===== src/rtl/core/sms_pkg.sv =====
package sms_pkg;

  localparam int POS_WIDTH   = 32;
  localparam int TIMER_WIDTH = 25;
  localparam int STEP_TIMER_WIDTH = 33;
  // soft limits are 32 bit; compare at whichever width is larger
  localparam int PCMP_WIDTH  = (POS_WIDTH > 32) ? POS_WIDTH : 32;

  localparam logic signed [POS_WIDTH-1:0] POS_MAX = {1'b0, {(POS_WIDTH-1){1'b1}}};
  localparam logic signed [POS_WIDTH-1:0] POS_MIN = {1'b1, {(POS_WIDTH-1){1'b0}}};

  localparam logic [23:0] SETTLE_RESET  = 24'd10000;
  localparam logic [24:0] SEARCH_RESET  = 25'd30000000;
  localparam logic [24:0] RELEASE_RESET = 25'd1000000;

  typedef enum logic [2:0] {
    OP_TICK   = 3'd0,
    OP_MOVE   = 3'd1,
    OP_RUN    = 3'd2,
    OP_STOP   = 3'd3,
    OP_HOME   = 3'd4,
    OP_SELECT = 3'd5
  } op_t;

  typedef enum logic [1:0] {
    MODE_INC = 2'd0,
    MODE_RUN = 2'd1,
    MODE_CAL = 2'd2
  } mode_t;

  // select with this code keeps the pending mode
  localparam logic [1:0] NM_KEEP = 2'd3;

  typedef enum logic [2:0] {
    REG_STEP_INTERVAL   = 3'd0,
    REG_SOFT_MIN        = 3'd1,
    REG_SOFT_MAX        = 3'd2,
    REG_SETTLE_TICKS    = 3'd3,
    REG_SEARCH_TIMEOUT  = 3'd4,
    REG_RELEASE_TIMEOUT = 3'd5
  } reg_idx_t;

  // request flag bit positions
  localparam int REQ_MOVE  = 0;
  localparam int REQ_RUN   = 1;
  localparam int REQ_HOME  = 2;
  localparam int REQ_ABORT = 3;

  typedef struct packed {
    logic [2:0]  op;
    logic [30:0] step_count;
    logic        direction;
    logic [1:0]  next_mode;
    logic        hard_limit;
  } in_item_t;

  typedef struct packed {
    logic               step_pulse;
    logic               dir_out;
    logic               enable_out;
    logic signed [31:0] position_now;
    logic               is_homed;
    logic [1:0]         active_mode;
    logic               at_limit;
    logic               busy_res;
  } out_item_t;

  typedef struct packed {
    logic        we;
    logic [2:0]  idx;
    logic [31:0] data;
  } cfg_write_t;

  typedef struct packed {
    logic empty;
    logic full;
  } obuf_stat_t;

endpackage


===== src/rtl/core/sms_if.sv =====
interface sms_in_if;
  logic              valid;
  logic              ready;
  sms_pkg::in_item_t data;

  modport source (output valid, output data, input ready);
  modport sink   (input valid, input data, output ready);
  modport mon    (input valid, input data, input ready);
endinterface

interface sms_out_if;
  logic               valid;
  logic               ready;
  sms_pkg::out_item_t data;

  modport source (output valid, output data, input ready);
  modport sink   (input valid, input data, output ready);
  modport mon    (input valid, input data, input ready);
endinterface

interface sms_cfg_if;
  logic        valid;
  logic        ready;
  logic [2:0]  index;
  logic [31:0] data;

  modport source (output valid, output index, output data, input ready);
  modport sink   (input valid, input index, input data, output ready);
  modport mon    (input valid, input index, input data, input ready);
endinterface


===== src/rtl/core/sms_core.sv =====
module sms_core (
  input  logic                clk,
  input  logic                rst,
  input  logic                push,
  input  sms_pkg::in_item_t   item,
  input  sms_pkg::cfg_write_t cfg,
  output sms_pkg::out_item_t  result
);
  import sms_pkg::*;

  typedef enum logic [2:0] {
    PH_IDLE   = 3'b001,
    PH_SETTLE = 3'b010,
    PH_STEP   = 3'b100
  } phase_t;

  typedef enum logic [4:0] {
    HP_IDLE    = 5'b00001,
    HP_SETTLE  = 5'b00010,
    HP_SEARCH  = 5'b00100,
    HP_BACKOFF = 5'b01000,
    HP_ZERO    = 5'b10000
  } home_t;

  // configuration
  logic [31:0]        step_interval;
  logic signed [31:0] soft_min;
  logic signed [31:0] soft_max;
  logic [23:0]        settle_ticks;
  logic [24:0]        search_timeout;
  logic [24:0]        release_timeout;

  // sequencer state
  mode_t                        mode_now, mode_now_next;
  mode_t                        mode_pending, mode_pending_next;
  phase_t                       inc_phase, inc_phase_next;
  phase_t                       run_phase, run_phase_next;
  home_t                        home_phase, home_phase_next;
  logic [2:0]                   entry_done, entry_done_next;
  logic signed [POS_WIDTH-1:0]  position, position_next;
  logic [30:0]                  steps_left, steps_left_next;
  logic                         dir_reg, dir_reg_next;
  logic                         enable_reg, enable_reg_next;
  logic                         homed, homed_next;
  logic [3:0]                   req, req_next;
  logic [TIMER_WIDTH-1:0]       phase_timer, phase_timer_next;
  logic [STEP_TIMER_WIDTH-1:0]  step_timer, step_timer_next;

  logic                         pulse;
  logic                         fc;
  logic                         busy;
  logic signed [PCMP_WIDTH-1:0] pos_cmp;

  function automatic logic signed [POS_WIDTH-1:0] step_pos(
    input logic signed [POS_WIDTH-1:0] pos,
    input logic                        dir
  );
    logic signed [POS_WIDTH-1:0] r;
    r = pos;
    if (dir) begin
      if (pos != POS_MAX) r = pos + POS_WIDTH'(1);
    end else begin
      if (pos != POS_MIN) r = pos - POS_WIDTH'(1);
    end
    return r;
  endfunction

  function automatic logic [3:0] stop_flags(input mode_t m, input logic [3:0] f);
    logic [3:0] r;
    r = f;
    case (m)
      MODE_RUN: r[REQ_RUN]   = 1'b0;
      MODE_CAL: r[REQ_ABORT] = 1'b1;
      default:  r[REQ_MOVE]  = 1'b0;
    endcase
    return r;
  endfunction

  always_comb begin
    mode_now_next     = mode_now;
    mode_pending_next = mode_pending;
    inc_phase_next    = inc_phase;
    run_phase_next    = run_phase;
    home_phase_next   = home_phase;
    entry_done_next   = entry_done;
    position_next     = position;
    steps_left_next   = steps_left;
    dir_reg_next      = dir_reg;
    enable_reg_next   = enable_reg;
    homed_next        = homed;
    req_next          = req;
    phase_timer_next  = phase_timer;
    step_timer_next   = step_timer;
    pulse             = 1'b0;

    // command
    case (item.op)
      OP_MOVE: begin
        steps_left_next           = item.step_count;
        dir_reg_next              = item.direction;
        inc_phase_next            = PH_IDLE;
        entry_done_next[MODE_INC] = 1'b0;
        req_next[REQ_MOVE]        = 1'b1;
      end
      OP_RUN: begin
        req_next[REQ_RUN]         = 1'b1;
        dir_reg_next              = item.direction;
        run_phase_next            = PH_IDLE;
        entry_done_next[MODE_RUN] = 1'b0;
      end
      OP_STOP: req_next = stop_flags(mode_now, req_next);
      OP_HOME: req_next[REQ_HOME] = 1'b1;
      OP_SELECT: begin
        if (item.next_mode != NM_KEEP) mode_pending_next = mode_t'(item.next_mode);
        req_next = stop_flags(mode_now, req_next);
      end
      default: ;
    endcase

    // entry actions of a freshly entered phase
    case (mode_now)
      MODE_INC: begin
        if (!entry_done_next[MODE_INC]) begin
          case (inc_phase_next)
            PH_SETTLE: begin
              phase_timer_next = '0;
              enable_reg_next  = 1'b1;
            end
            PH_STEP: begin
              step_timer_next = '0;
              pulse           = 1'b1;
              position_next   = step_pos(position_next, dir_reg_next);
              if (steps_left_next != '0) steps_left_next = steps_left_next - 31'd1;
            end
            default: enable_reg_next = 1'b0;
          endcase
        end
        entry_done_next[MODE_INC] = 1'b1;
      end
      MODE_RUN: begin
        if (!entry_done_next[MODE_RUN]) begin
          case (run_phase_next)
            PH_SETTLE: begin
              phase_timer_next = '0;
              enable_reg_next  = 1'b1;
            end
            PH_STEP: begin
              step_timer_next = '0;
              pulse           = 1'b1;
              position_next   = step_pos(position_next, dir_reg_next);
            end
            default: enable_reg_next = 1'b0;
          endcase
        end
        entry_done_next[MODE_RUN] = 1'b1;
      end
      MODE_CAL: begin
        if (!entry_done_next[MODE_CAL]) begin
          case (home_phase_next)
            HP_SETTLE: begin
              enable_reg_next  = 1'b1;
              homed_next       = 1'b0;
              dir_reg_next     = 1'b0;
              phase_timer_next = '0;
            end
            HP_SEARCH, HP_BACKOFF: begin
              step_timer_next = '0;
              pulse           = 1'b1;
              position_next   = step_pos(position_next, dir_reg_next);
            end
            HP_ZERO: begin
              homed_next    = 1'b1;
              position_next = '0;
            end
            default: begin
              req_next[REQ_HOME]  = 1'b0;
              req_next[REQ_ABORT] = 1'b0;
              enable_reg_next     = 1'b0;
            end
          endcase
        end
        entry_done_next[MODE_CAL] = 1'b1;
      end
      default: ;
    endcase

    // limits
    pos_cmp = PCMP_WIDTH'(position_next);
    fc = ((item.hard_limit || pos_cmp <= PCMP_WIDTH'(soft_min)) && !dir_reg_next) ||
         (pos_cmp >= PCMP_WIDTH'(soft_max) && dir_reg_next);

    // transitions
    case (mode_now)
      MODE_INC: begin
        if (inc_phase_next == PH_SETTLE) begin
          if (!req_next[REQ_MOVE]) begin
            inc_phase_next = PH_IDLE;
            entry_done_next[MODE_INC] = 1'b0;
          end else if (STEP_TIMER_WIDTH'(phase_timer_next) >=
                       STEP_TIMER_WIDTH'(settle_ticks)) begin
            inc_phase_next = PH_STEP;
            entry_done_next[MODE_INC] = 1'b0;
          end
        end else if (inc_phase_next == PH_STEP) begin
          if (!req_next[REQ_MOVE] || fc || steps_left_next == '0) begin
            inc_phase_next = PH_IDLE;
            entry_done_next[MODE_INC] = 1'b0;
          end else if (step_timer_next >= STEP_TIMER_WIDTH'(step_interval)) begin
            entry_done_next[MODE_INC] = 1'b0;
          end
        end else if (req_next[REQ_MOVE] && steps_left_next != '0 && !fc) begin
          inc_phase_next = PH_SETTLE;
          entry_done_next[MODE_INC] = 1'b0;
        end else if (inc_phase_next != PH_IDLE) begin
          inc_phase_next = PH_IDLE;
          entry_done_next[MODE_INC] = 1'b0;
        end
      end
      MODE_RUN: begin
        if (run_phase_next == PH_SETTLE) begin
          if (!req_next[REQ_RUN]) begin
            run_phase_next = PH_IDLE;
            entry_done_next[MODE_RUN] = 1'b0;
          end else if (STEP_TIMER_WIDTH'(phase_timer_next) >=
                       STEP_TIMER_WIDTH'(settle_ticks)) begin
            run_phase_next = PH_STEP;
            entry_done_next[MODE_RUN] = 1'b0;
          end
        end else if (run_phase_next == PH_STEP) begin
          if (!req_next[REQ_RUN]) begin
            run_phase_next = PH_IDLE;
            entry_done_next[MODE_RUN] = 1'b0;
          end else if (fc) begin
            // hitting a limit also drops the run request
            run_phase_next = PH_IDLE;
            req_next[REQ_RUN] = 1'b0;
            entry_done_next[MODE_RUN] = 1'b0;
          end else if (step_timer_next >= STEP_TIMER_WIDTH'(step_interval)) begin
            entry_done_next[MODE_RUN] = 1'b0;
          end
        end else if (req_next[REQ_RUN] && homed_next && !fc) begin
          run_phase_next = PH_SETTLE;
          entry_done_next[MODE_RUN] = 1'b0;
        end else if (run_phase_next != PH_IDLE) begin
          run_phase_next = PH_IDLE;
          entry_done_next[MODE_RUN] = 1'b0;
        end
      end
      MODE_CAL: begin
        case (home_phase_next)
          HP_IDLE: begin
            if (req_next[REQ_HOME]) begin
              home_phase_next = HP_SETTLE;
              entry_done_next[MODE_CAL] = 1'b0;
            end
          end
          HP_SETTLE: begin
            if (req_next[REQ_ABORT]) begin
              home_phase_next = HP_IDLE;
              entry_done_next[MODE_CAL] = 1'b0;
            end else if (STEP_TIMER_WIDTH'(phase_timer_next) >=
                         STEP_TIMER_WIDTH'(settle_ticks)) begin
              home_phase_next = HP_SEARCH;
              entry_done_next[MODE_CAL] = 1'b0;
            end
          end
          HP_SEARCH: begin
            if (req_next[REQ_ABORT]) begin
              home_phase_next = HP_IDLE;
              entry_done_next[MODE_CAL] = 1'b0;
            end else if (item.hard_limit) begin
              // switch reached: reverse and back off
              dir_reg_next     = ~dir_reg_next;
              phase_timer_next = '0;
              home_phase_next  = HP_BACKOFF;
              entry_done_next[MODE_CAL] = 1'b0;
            end else if (STEP_TIMER_WIDTH'(phase_timer_next) >=
                         STEP_TIMER_WIDTH'(search_timeout)) begin
              home_phase_next = HP_IDLE;
              entry_done_next[MODE_CAL] = 1'b0;
            end else if (step_timer_next >= STEP_TIMER_WIDTH'(step_interval)) begin
              entry_done_next[MODE_CAL] = 1'b0;
            end
          end
          HP_BACKOFF: begin
            if (req_next[REQ_ABORT]) begin
              home_phase_next = HP_IDLE;
              entry_done_next[MODE_CAL] = 1'b0;
            end else if (!item.hard_limit) begin
              home_phase_next = HP_ZERO;
              entry_done_next[MODE_CAL] = 1'b0;
            end else if (STEP_TIMER_WIDTH'(phase_timer_next) >=
                         STEP_TIMER_WIDTH'(release_timeout)) begin
              home_phase_next = HP_IDLE;
              entry_done_next[MODE_CAL] = 1'b0;
            end else if (step_timer_next >= {step_interval, 1'b0}) begin
              entry_done_next[MODE_CAL] = 1'b0;
            end
          end
          default: begin
            home_phase_next = HP_IDLE;
            entry_done_next[MODE_CAL] = 1'b0;
          end
        endcase
      end
      default: ;
    endcase

    // mode switch only from an idle sequence
    case (mode_now)
      MODE_INC: if (inc_phase_next == PH_IDLE) mode_now_next = mode_pending_next;
      MODE_RUN: if (run_phase_next == PH_IDLE) mode_now_next = mode_pending_next;
      MODE_CAL: if (home_phase_next == HP_IDLE) mode_now_next = mode_pending_next;
      default:  mode_now_next = mode_pending_next;
    endcase

    if (phase_timer_next != '1) phase_timer_next = phase_timer_next + TIMER_WIDTH'(1);
    if (step_timer_next != '1) step_timer_next = step_timer_next + STEP_TIMER_WIDTH'(1);

    case (mode_now_next)
      MODE_INC: busy = (inc_phase_next != PH_IDLE);
      MODE_RUN: busy = (run_phase_next != PH_IDLE);
      MODE_CAL: busy = (home_phase_next != HP_IDLE);
      default:  busy = 1'b0;
    endcase

    result.step_pulse   = pulse;
    result.dir_out      = dir_reg_next;
    result.enable_out   = enable_reg_next;
    result.position_now = 32'(position_next);
    result.is_homed     = homed_next;
    result.active_mode  = mode_now_next;
    result.at_limit     = fc;
    result.busy_res     = busy;
  end

  always_ff @(posedge clk) begin
    if (rst) begin
      step_interval   <= '0;
      soft_min        <= '0;
      soft_max        <= '0;
      settle_ticks    <= SETTLE_RESET;
      search_timeout  <= SEARCH_RESET;
      release_timeout <= RELEASE_RESET;
    end else if (cfg.we) begin
      case (cfg.idx)
        REG_STEP_INTERVAL:   step_interval   <= cfg.data;
        REG_SOFT_MIN:        soft_min        <= cfg.data;
        REG_SOFT_MAX:        soft_max        <= cfg.data;
        REG_SETTLE_TICKS:    settle_ticks    <= cfg.data[23:0];
        REG_SEARCH_TIMEOUT:  search_timeout  <= cfg.data[24:0];
        REG_RELEASE_TIMEOUT: release_timeout <= cfg.data[24:0];
        default: ;
      endcase
    end
  end

  always_ff @(posedge clk) begin
    if (rst) begin
      mode_now     <= MODE_INC;
      mode_pending <= MODE_INC;
      inc_phase    <= PH_IDLE;
      run_phase    <= PH_IDLE;
      home_phase   <= HP_IDLE;
      entry_done   <= '0;
      position     <= '0;
      steps_left   <= '0;
      dir_reg      <= 1'b0;
      enable_reg   <= 1'b0;
      homed        <= 1'b0;
      req          <= '0;
      phase_timer  <= '0;
      step_timer   <= '0;
    end else if (push) begin
      mode_now     <= mode_now_next;
      mode_pending <= mode_pending_next;
      inc_phase    <= inc_phase_next;
      run_phase    <= run_phase_next;
      home_phase   <= home_phase_next;
      entry_done   <= entry_done_next;
      position     <= position_next;
      steps_left   <= steps_left_next;
      dir_reg      <= dir_reg_next;
      enable_reg   <= enable_reg_next;
      homed        <= homed_next;
      req          <= req_next;
      phase_timer  <= phase_timer_next;
      step_timer   <= step_timer_next;
    end
  end

endmodule


===== src/rtl/core/sms_obuf.sv =====
module sms_obuf (
  input  logic               clk,
  input  logic               rst,
  input  logic               push,
  input  sms_pkg::out_item_t push_data,
  input  logic               pop,
  output sms_pkg::out_item_t head,
  output sms_pkg::obuf_stat_t stat
);
  import sms_pkg::*;

  out_item_t  slots [2];
  logic       wr_ptr;
  logic       rd_ptr;
  logic [1:0] count;

  always_ff @(posedge clk) begin
    if (push) slots[wr_ptr] <= push_data;
  end

  always_ff @(posedge clk) begin
    if (rst) begin
      wr_ptr <= 1'b0;
      rd_ptr <= 1'b0;
      count  <= 2'd0;
    end else begin
      if (push) wr_ptr <= ~wr_ptr;
      if (pop)  rd_ptr <= ~rd_ptr;
      case ({push, pop})
        2'b10:   count <= count + 2'd1;
        2'b01:   count <= count - 2'd1;
        default: ;
      endcase
    end
  end

  assign head       = slots[rd_ptr];
  assign stat.empty = (count == 2'd0);
  assign stat.full  = (count == 2'd2);

endmodule


===== src/rtl/core/stepper_motion_sequencer_top.sv =====
// Stepper motion sequencer: incremental moves, continuous run and homing.
//
// in_ch carries one beat per 1 us tick: a plain tick or a command (move, run,
// stop, home, select mode) together with the sampled hard limit switch level.
// Every accepted beat produces exactly one beat on out_ch with the step pulse,
// driver direction and enable, position, homed flag, active mode, limit and
// busy status as they stand after that tick.
// cfg_ch writes the six configuration registers by index; it is ready whenever
// rst is low and should only be written while no results are outstanding.
//
// Each result is registered in the result queue and reaches out_ch once
// the results ahead of it are taken. Throughput: one beat per cycle while the
// queue is not full; the whole tick update is a single pass of compare/count
// logic from the sequencer state registers into a two-entry result queue.
// When out_ch stalls, the queue holds up to two results and in_ch.ready
// drops only once both are waiting.
// Reset (rst, synchronous) holds in_ch and cfg_ch not ready, empties the
// queue, returns all sequences to idle in incremental mode, and loads the
// configuration reset values.
module stepper_motion_sequencer_top (
  input  logic      clk,
  input  logic      rst,
  sms_in_if.sink    in_ch,
  sms_out_if.source out_ch,
  sms_cfg_if.sink   cfg_ch
);
  import sms_pkg::*;

  logic       push;
  out_item_t  result;
  cfg_write_t cfg_wr;
  obuf_stat_t ob_stat;

  assign in_ch.ready  = !rst && !ob_stat.full;
  assign push         = in_ch.valid && in_ch.ready;
  assign cfg_ch.ready = !rst;

  assign cfg_wr.we   = cfg_ch.valid && cfg_ch.ready;
  assign cfg_wr.idx  = cfg_ch.index;
  assign cfg_wr.data = cfg_ch.data;

  sms_core u_core (
    .clk    (clk),
    .rst    (rst),
    .push   (push),
    .item   (in_ch.data),
    .cfg    (cfg_wr),
    .result (result)
  );

  sms_obuf u_obuf (
    .clk       (clk),
    .rst       (rst),
    .push      (push),
    .push_data (result),
    .pop       (out_ch.valid && out_ch.ready),
    .head      (out_ch.data),
    .stat      (ob_stat)
  );

  assign out_ch.valid = !ob_stat.empty;

endmodule


===== src/flat_wrapper.sv =====
// flat-port wrapper written by rule: the top's interface ports become plain ports
module stepper_motion_sequencer_top_flat import sms_pkg::*;
  (clk, rst, in_ch_valid, in_ch_data, in_ch_ready, out_ch_valid, out_ch_data, out_ch_ready, cfg_ch_valid, cfg_ch_index, cfg_ch_data, cfg_ch_ready);
  sms_in_if in_ch_i ();
  sms_out_if out_ch_i ();
  sms_cfg_if cfg_ch_i ();
  input  logic clk;
  input  logic rst;
  input wire logic [$bits(in_ch_i.valid)-1:0] in_ch_valid;
  input wire logic [$bits(in_ch_i.data)-1:0] in_ch_data;
  output wire logic [$bits(in_ch_i.ready)-1:0] in_ch_ready;
  output wire logic [$bits(out_ch_i.valid)-1:0] out_ch_valid;
  output wire logic [$bits(out_ch_i.data)-1:0] out_ch_data;
  input wire logic [$bits(out_ch_i.ready)-1:0] out_ch_ready;
  input wire logic [$bits(cfg_ch_i.valid)-1:0] cfg_ch_valid;
  input wire logic [$bits(cfg_ch_i.index)-1:0] cfg_ch_index;
  input wire logic [$bits(cfg_ch_i.data)-1:0] cfg_ch_data;
  output wire logic [$bits(cfg_ch_i.ready)-1:0] cfg_ch_ready;
  assign in_ch_i.valid = in_ch_valid;
  assign in_ch_i.data = in_ch_data;
  assign in_ch_ready = in_ch_i.ready;
  assign out_ch_valid = out_ch_i.valid;
  assign out_ch_data = out_ch_i.data;
  assign out_ch_i.ready = out_ch_ready;
  assign cfg_ch_i.valid = cfg_ch_valid;
  assign cfg_ch_i.index = cfg_ch_index;
  assign cfg_ch_i.data = cfg_ch_data;
  assign cfg_ch_ready = cfg_ch_i.ready;
  stepper_motion_sequencer_top u_core (.clk(clk), .rst(rst), .in_ch(in_ch_i), .out_ch(out_ch_i), .cfg_ch(cfg_ch_i));
endmodule

===== config.mk =====
export PLATFORM = sky130hd
export DESIGN_NAME = stepper_motion_sequencer_top_flat
export DESIGN_NICKNAME = d
export VERILOG_FILES = /design/src/rtl/core/sms_pkg.sv /design/src/rtl/core/sms_if.sv /design/src/rtl/core/sms_core.sv /design/src/rtl/core/sms_obuf.sv /design/src/rtl/core/stepper_motion_sequencer_top.sv /design/src/flat_wrapper.sv
export SDC_FILE = /design/constraint.sdc
export NUM_CORES = 1
export LEC_CHECK = 0
export BUFFER_PORTS_ARGS = -buffer_cell sky130_fd_sc_hd__buf_2
export CAP_MARGIN = 20
export CORE_MARGIN = 8
export CORE_UTILIZATION = 50
export CTS_BUF_LIST = sky130_fd_sc_hd__clkbuf_4
export DETAILED_ROUTE_END_ITERATION = 8
export PLACE_DENSITY = 0.78
export SLEW_MARGIN = 10
export SYNTH_ARGS = -nofsm -noshare
export SYNTH_HDL_FRONTEND = slang
export SYNTH_SLANG_ARGS = --single-unit

===== constraint.sdc =====
create_clock -name clk -period 11.4 [get_ports clk]
set_input_delay 0.57 -clock clk [delete_from_list [all_inputs] [get_ports clk]]
set_output_delay 0.57 -clock clk [all_outputs]
set_load 0.05 [all_outputs]

== After elaboration in Yosys (flattened, before gate mapping) ==
Memories as Yosys holds them, arrays and structs flattened. A register that Yosys moved wholly into a read port is not among the register bits.
Index checks and enable logic that the tools add are counted.
Storage, ports and cells
  input bits: 78
  output and inout bits: 43
  memory bits (writable): 80
  memories: 1
  bits in registers: 320
Operators by class
  multiplexer cells: 154
  add/subtract/negate cells: 7
  bitwise logic cells: 3
  reduce and logical (&&, ||, !) cells: 40
  order comparisons: 7
  eq/ne operators: 39
Memories
  u_core.u_obuf.slots: words 2, width 40, read ports 1, clocked after memory_dff 1, write ports 1, line sms_obuf.sv:12  | out_item_t slots [2];
Operators by type and width (number)
  $mux 25: 11
  $mux 32: 8
  $mux 33: 7
  $mux 31: 5
  $pmux 33 s3: 1
  $pmux 32 s3: 1
  $pmux 25 s3: 1
  $mux 1: 69
  $ne 32x32->1 const B: 2
  $pmux 32 s2: 1
  $reduce_bool 31->1: 2
  $mux 3: 19
  $ge 25x25->1: 2
  $mux 5: 10
  $add 33x1->33 const B: 1
  $ge 33x32->1: 1
  $ge 33x33->1: 1
  $ne 33x33->1 const B: 1
  $add 32x2->32 const B: 1
  $ge 32x32->1: 1
  $le 32x32->1: 1
  $sub 32x2->32 const B: 1
  $logic_not 31->1: 1
  $sub 31x1->31 const B: 1
  36 further kinds: 101

== Logic depth before layout (Yosys ltp) ==
  word-level depth: 22
  depth in mapped cells: 31
  mapped depth without buffers: 29

== Modules after synthesis ==
A second synthesis with hierarchy kept.
Unflattened totals
  cells, all modules: 3129
  area, all modules: 25010.2 µm²
By module, submodules not included
  sms_core: area an instance 21896.0 µm², cells an instance 2977, sequential area each 6326.1 µm², instances 1
  sms_obuf: area an instance 3078.0 µm², cells an instance 146, sequential area each 2502.4 µm², instances 1
  stepper_motion_sequencer_top: area an instance 36.3 µm², cells an instance 6, sequential area each 0.0 µm², instances 1

== Worst setup path before layout ==
OpenSTA, ideal clock, no wires.
  kind: input to register
  start point: input port in_ch_data[35]
  end point: memory u_core.u_obuf.slots[0][0] in the netlist's numbering (data pin)
  stages on the path: 25
  data required time: 11.243 ns
  slack: 4.761 ns
  setup time: 0.157 ns
  arrival time: 6.482 ns
  buffers on the path: 1
  cells stage by stage: buf_2 > xnor2_1 > nor2_1 > mux2i_1 > o2111ai_1 > or4_1 > nor4_1 > a21oi_1 > a21o_1 > nand2_1 > o31ai_1 > ha_1 > nand4_1 > nor4_1 > or3b_2 > a31o_2 > and3_1 > o21ai_0 > a41oi_4 > a221oi_4 > o21bai_2 > a21o_1 > ha_1 > o32a_1 > a21oi_1
RTL lines
  start: declaration: line flat_wrapper.sv:10  | input wire logic [$bits(in_ch_i.data)-1:0] in_ch_data;
  end: declaration: line sms_obuf.sv:12

==> metrics.md <==
| Metric | Value |
|---|---|
| Outcome | finished, final reports clean |
| Multiplexer share of the synthesized area | 0.03302 |
| Antenna-violating nets left | 0 |
| Main combinational cell family by area after synthesis | simple AND/OR/NAND/NOR gates |
| Worst-path clk slew | 0.08 ns |
| Fraction of the mapped netlist area in simple logic gates | 0.2416 |
| Worst slew pin tran | roughly 1.1 ns |
| Final instance area | 28120 um^2 |
| Synth top area share | 0.2543 |
| Vias in the first global route | approximately 22000 |
| Post-synthesis adder-cell area fraction | 0.1074 |
| Largest regs | u_core.u_obuf.slots: 80 flops, u_core.u_core.step_timer: 33 flops |
| Ratio of cells with drive above 1 in the final layout | 0.1199 |
| Synth Area in XOR/XNOR | 0.02188 |
| Most frequent cells in the layout | 566 x nand2_1, 332 x a21oi_1, 320 x dfxtp_1 |
| Crit path max fanout | 11 |
| Complex-gate fraction of the synthesized area | 0.1884 |
| Worst skew pair latency | 0.92 ns |
| Post-DP HPWL | 52450 um |
| Inst Count DP | 3833 |
| Register share of total power | 0.398 |
| First-pass GRT wire length | 117500 um |
| DRT Wirelength | around 74000 um |
| CP required | 12.07 ns |
| Nets | roughly 3600 |
| DR vias/cell | approximately 6 |
| Setup Viol. Count Final | 0 |
| Post-Route Skew | 0.09644 ns |
| Core Area | 50070 um^2 |
| Synthesized Nets | 3475 |
| Crit Path Class | reg -> reg |
| CTS Buffer Depth | 3 |
| # IOs | 121 |
| Max-slew headroom | 0.2642 |
| Top cells by area, synth | dfxtp_1 25%, ha_1 11%, edfxtp_1 9.5% |
| Placed Instance Area | roughly 26000 um^2 |
| Setup TNS | 0 ns |
| Setup crit end kind | flip-flop |
| Num CTS Buffers | 110 |
| Initial DRT Pass Iterations | 6 |
| Post-synth cell types | ~100 |
| Startpoint Class | flip-flop |
| Final Hold Vio Count | 0 |
| Max Cap Viol | 0 |
| Most common cell after layout, fill and taps aside | nand2_1 |
| #FFs+latches synth | 401 |
| Syn. warnings | 0 |
| Die height | about 240 um |
| Peak supply drop | around 0.00012 V |
| Iter 0 DRT Violations | approximately 2200 |
| Fmax | approximately 130 MHz |
| Via count | 23730 |
| CTS Sinks | 401 |
| PortBufs | 120 |
| Site row count | 82 |
| Combinational share of power | 0.270 |
| FF-to-FF Start | u_core.u_core.position[2] |
| Most flop-heavy register | u_core.u_obuf.slots |
| Largest net degree at the start of global routing | 161 |
| P_int | 2.584 mW |
| Max reg flops | 80 |
| Wire per inst | 18.23 um |
| Synthesized area | 25270 um^2 |
| Die width | 240.8 um |
| Crit path launch | u_core.u_core.position[2] |
| Die footprint | 58000 um^2 |
| Clock network fraction of total power | 0.332 |
| Final Instance Count excl. Fillers | between 4000 and 5000 |
| Overall power | 4.037 mW |
| Critical Path AT | 8.48 ns |
| Total grt overflow | 0 |
| Post-CTS setup buffers | 0 |
| GP Congestion | 0.9749 |
| Final slew viol count | 0 |
| Min-Delay Path Class | in -> reg |
| Number of synthesized flops with an enable pin | 80 |
| Sw Pwr | 1.453 mW |
| Mean Syn Cell Area | 7.947 um^2 |
| Sequential fraction of the synthesis area | 0.3493 |
| Sw Ratio | 0.3599 |
| Layout area overhead | 11.28% |
| Main synth FF type | dfxtp_1 |
| Initial Util | 0.5048 |
| DRC | 0 |
| Worst hold start | in_ch_data[0] |
| CTS tree | done |
| Mapped Cells | around 3200 |
| Asr flop ratio synth | 0 |
| Antenna violations before repair | 3 |
| All-Layer GR Usage | 0.2500 |
| CTS root buf | clkbuf_4 |
| Pwr/cell area | between 100 and 150 nW/um^2 |
| Leak pwr | 10.98 nW |
| Final min period | 7.807 ns |
| Most area-hungry cell type in the Yosys netlist | dfxtp_1 |
| Resize count post-CTS | 0 |
| H-tree lvl count | 3 |
| Crit share post-route | 0.6848 |
| RSZ-0062 raised after global routing | no |
==> power groups by stage <==
stage	logic [mW]	clock network [mW]	registers, mW
finish	1.09	1.34	1.61
floorplan	0.809	0	1.59
detailed placement	1.06	0	1.64
global route	1.18	1.46	1.62
global placement	1.05	0	1.63
CTS	1.08	1.37	1.61
==> worst paths after layout <==
kind,slack (ns),endpoint,cells after the start
max,3.59,u_core.u_obuf.slots[1][0],22
min,0.08,u_core.u_core.home_phase[3],3
max reg2reg,3.59,u_core.u_obuf.slots[1][0],22
min reg2reg,0.45,u_core.u_core.release_timeout[4],2
==> cells by family after synthesis <==
logic type	Yosys count
mux	77
flops	401
fa+ha+maj	217
xor+xnor	61
simple gates	1285
buf+inv	382
compound gates	757
==> through the flow <==
| step | setup slack (ns) | hold slack (ns) | util |
|---|---|---|---|
| final | 3.593 | 0.08244 | 0.5617 |
| after global placement | 3.759 | 0.4418 | 0.5253 |
| after floorplan | 4.761 | 0.4357 | - |
| after global routing | 3.207 | 0.02302 | 0.5617 |
| after CTS | 3.676 | 0.0001169 | 0.5612 |
| after detailed placement | 3.643 | 0.4463 | 0.5256 |
==> what timing repair did <==
| action | CTS | global route |
|---|---|---|
| hold buffers | 33 | 0 |
| setup endpoints to repair | 0 | 0 |
| endpoints found under the hold margin | 149 | 0 |
==> critical path, cell delays in order, from the launching register on <==
cell	delay, ns
dfxtp_1	0.40
or4_1	0.64
and4b_1	0.38
o2111ai_1	0.26
or4_1	0.52
nor4_1	0.36
a21oi_1	0.15
o31ai_1	0.77
ha_1	0.25
nand4_1	0.11
nor4_1	0.45
or3b_2	0.50
a31o_2	0.24
and3_1	0.23
o21ai_0	0.38
a41oi_4	0.11
a221oi_4	0.53
o21bai_2	0.16
a21o_1	0.24
ha_1	0.22
and4b_1	0.18
o32a_1	0.29
a21oi_1	0.19
==> Yosys cell counts, types with 12 or more instances <==
cell type,n
o211a_1,14
o211ai_1,32
nor3b_1,13
dfxtp_1,321
nand4_1,73
edfxtp_1,80
a21o_1,42
nand3_1,80
a21oi_1,332
nand2_1,567
xnor2_1,34
inv_1,214
ha_1,217
a31oi_1,25
mux2i_1,32
and2_1,74
nor2_1,212
a211oi_1,26
nor2b_1,23
or3_1,14
o21ai_0,117
o21a_1,12
clkbuf_1,140
nor3_1,69
xor2_1,26
nand2b_1,35
o31ai_1,24
mux2_2,42
buf_1,12
and3_1,25
nor4_1,37
o22ai_1,16
==> layer usage <==
layer  track usage  wire, um  up-vias
li1              -         -    11600
met1        0.3303     32330    10980
met2        0.3908     32950      983
met3       0.05366      6236      173
met4        0.1109      2693        0
met5             0         0        -
==> final cells by class <==
cell class | instances | area, um^2
Antenna cell | 4 | 10.01
Timing Repair Buffer | 181 | 1177
Inverter | 216 | 810.8
Tap cell | 672 | 840.8
Clock inverter | 42 | 271.5
Multi-Input combinational cell | 2397 | 15000
Fill cell | 4730 | 21940
Sequential cell | 401 | 8830
Clock buffer | 157 | 1179
Power figures use the tool's default switching activity.
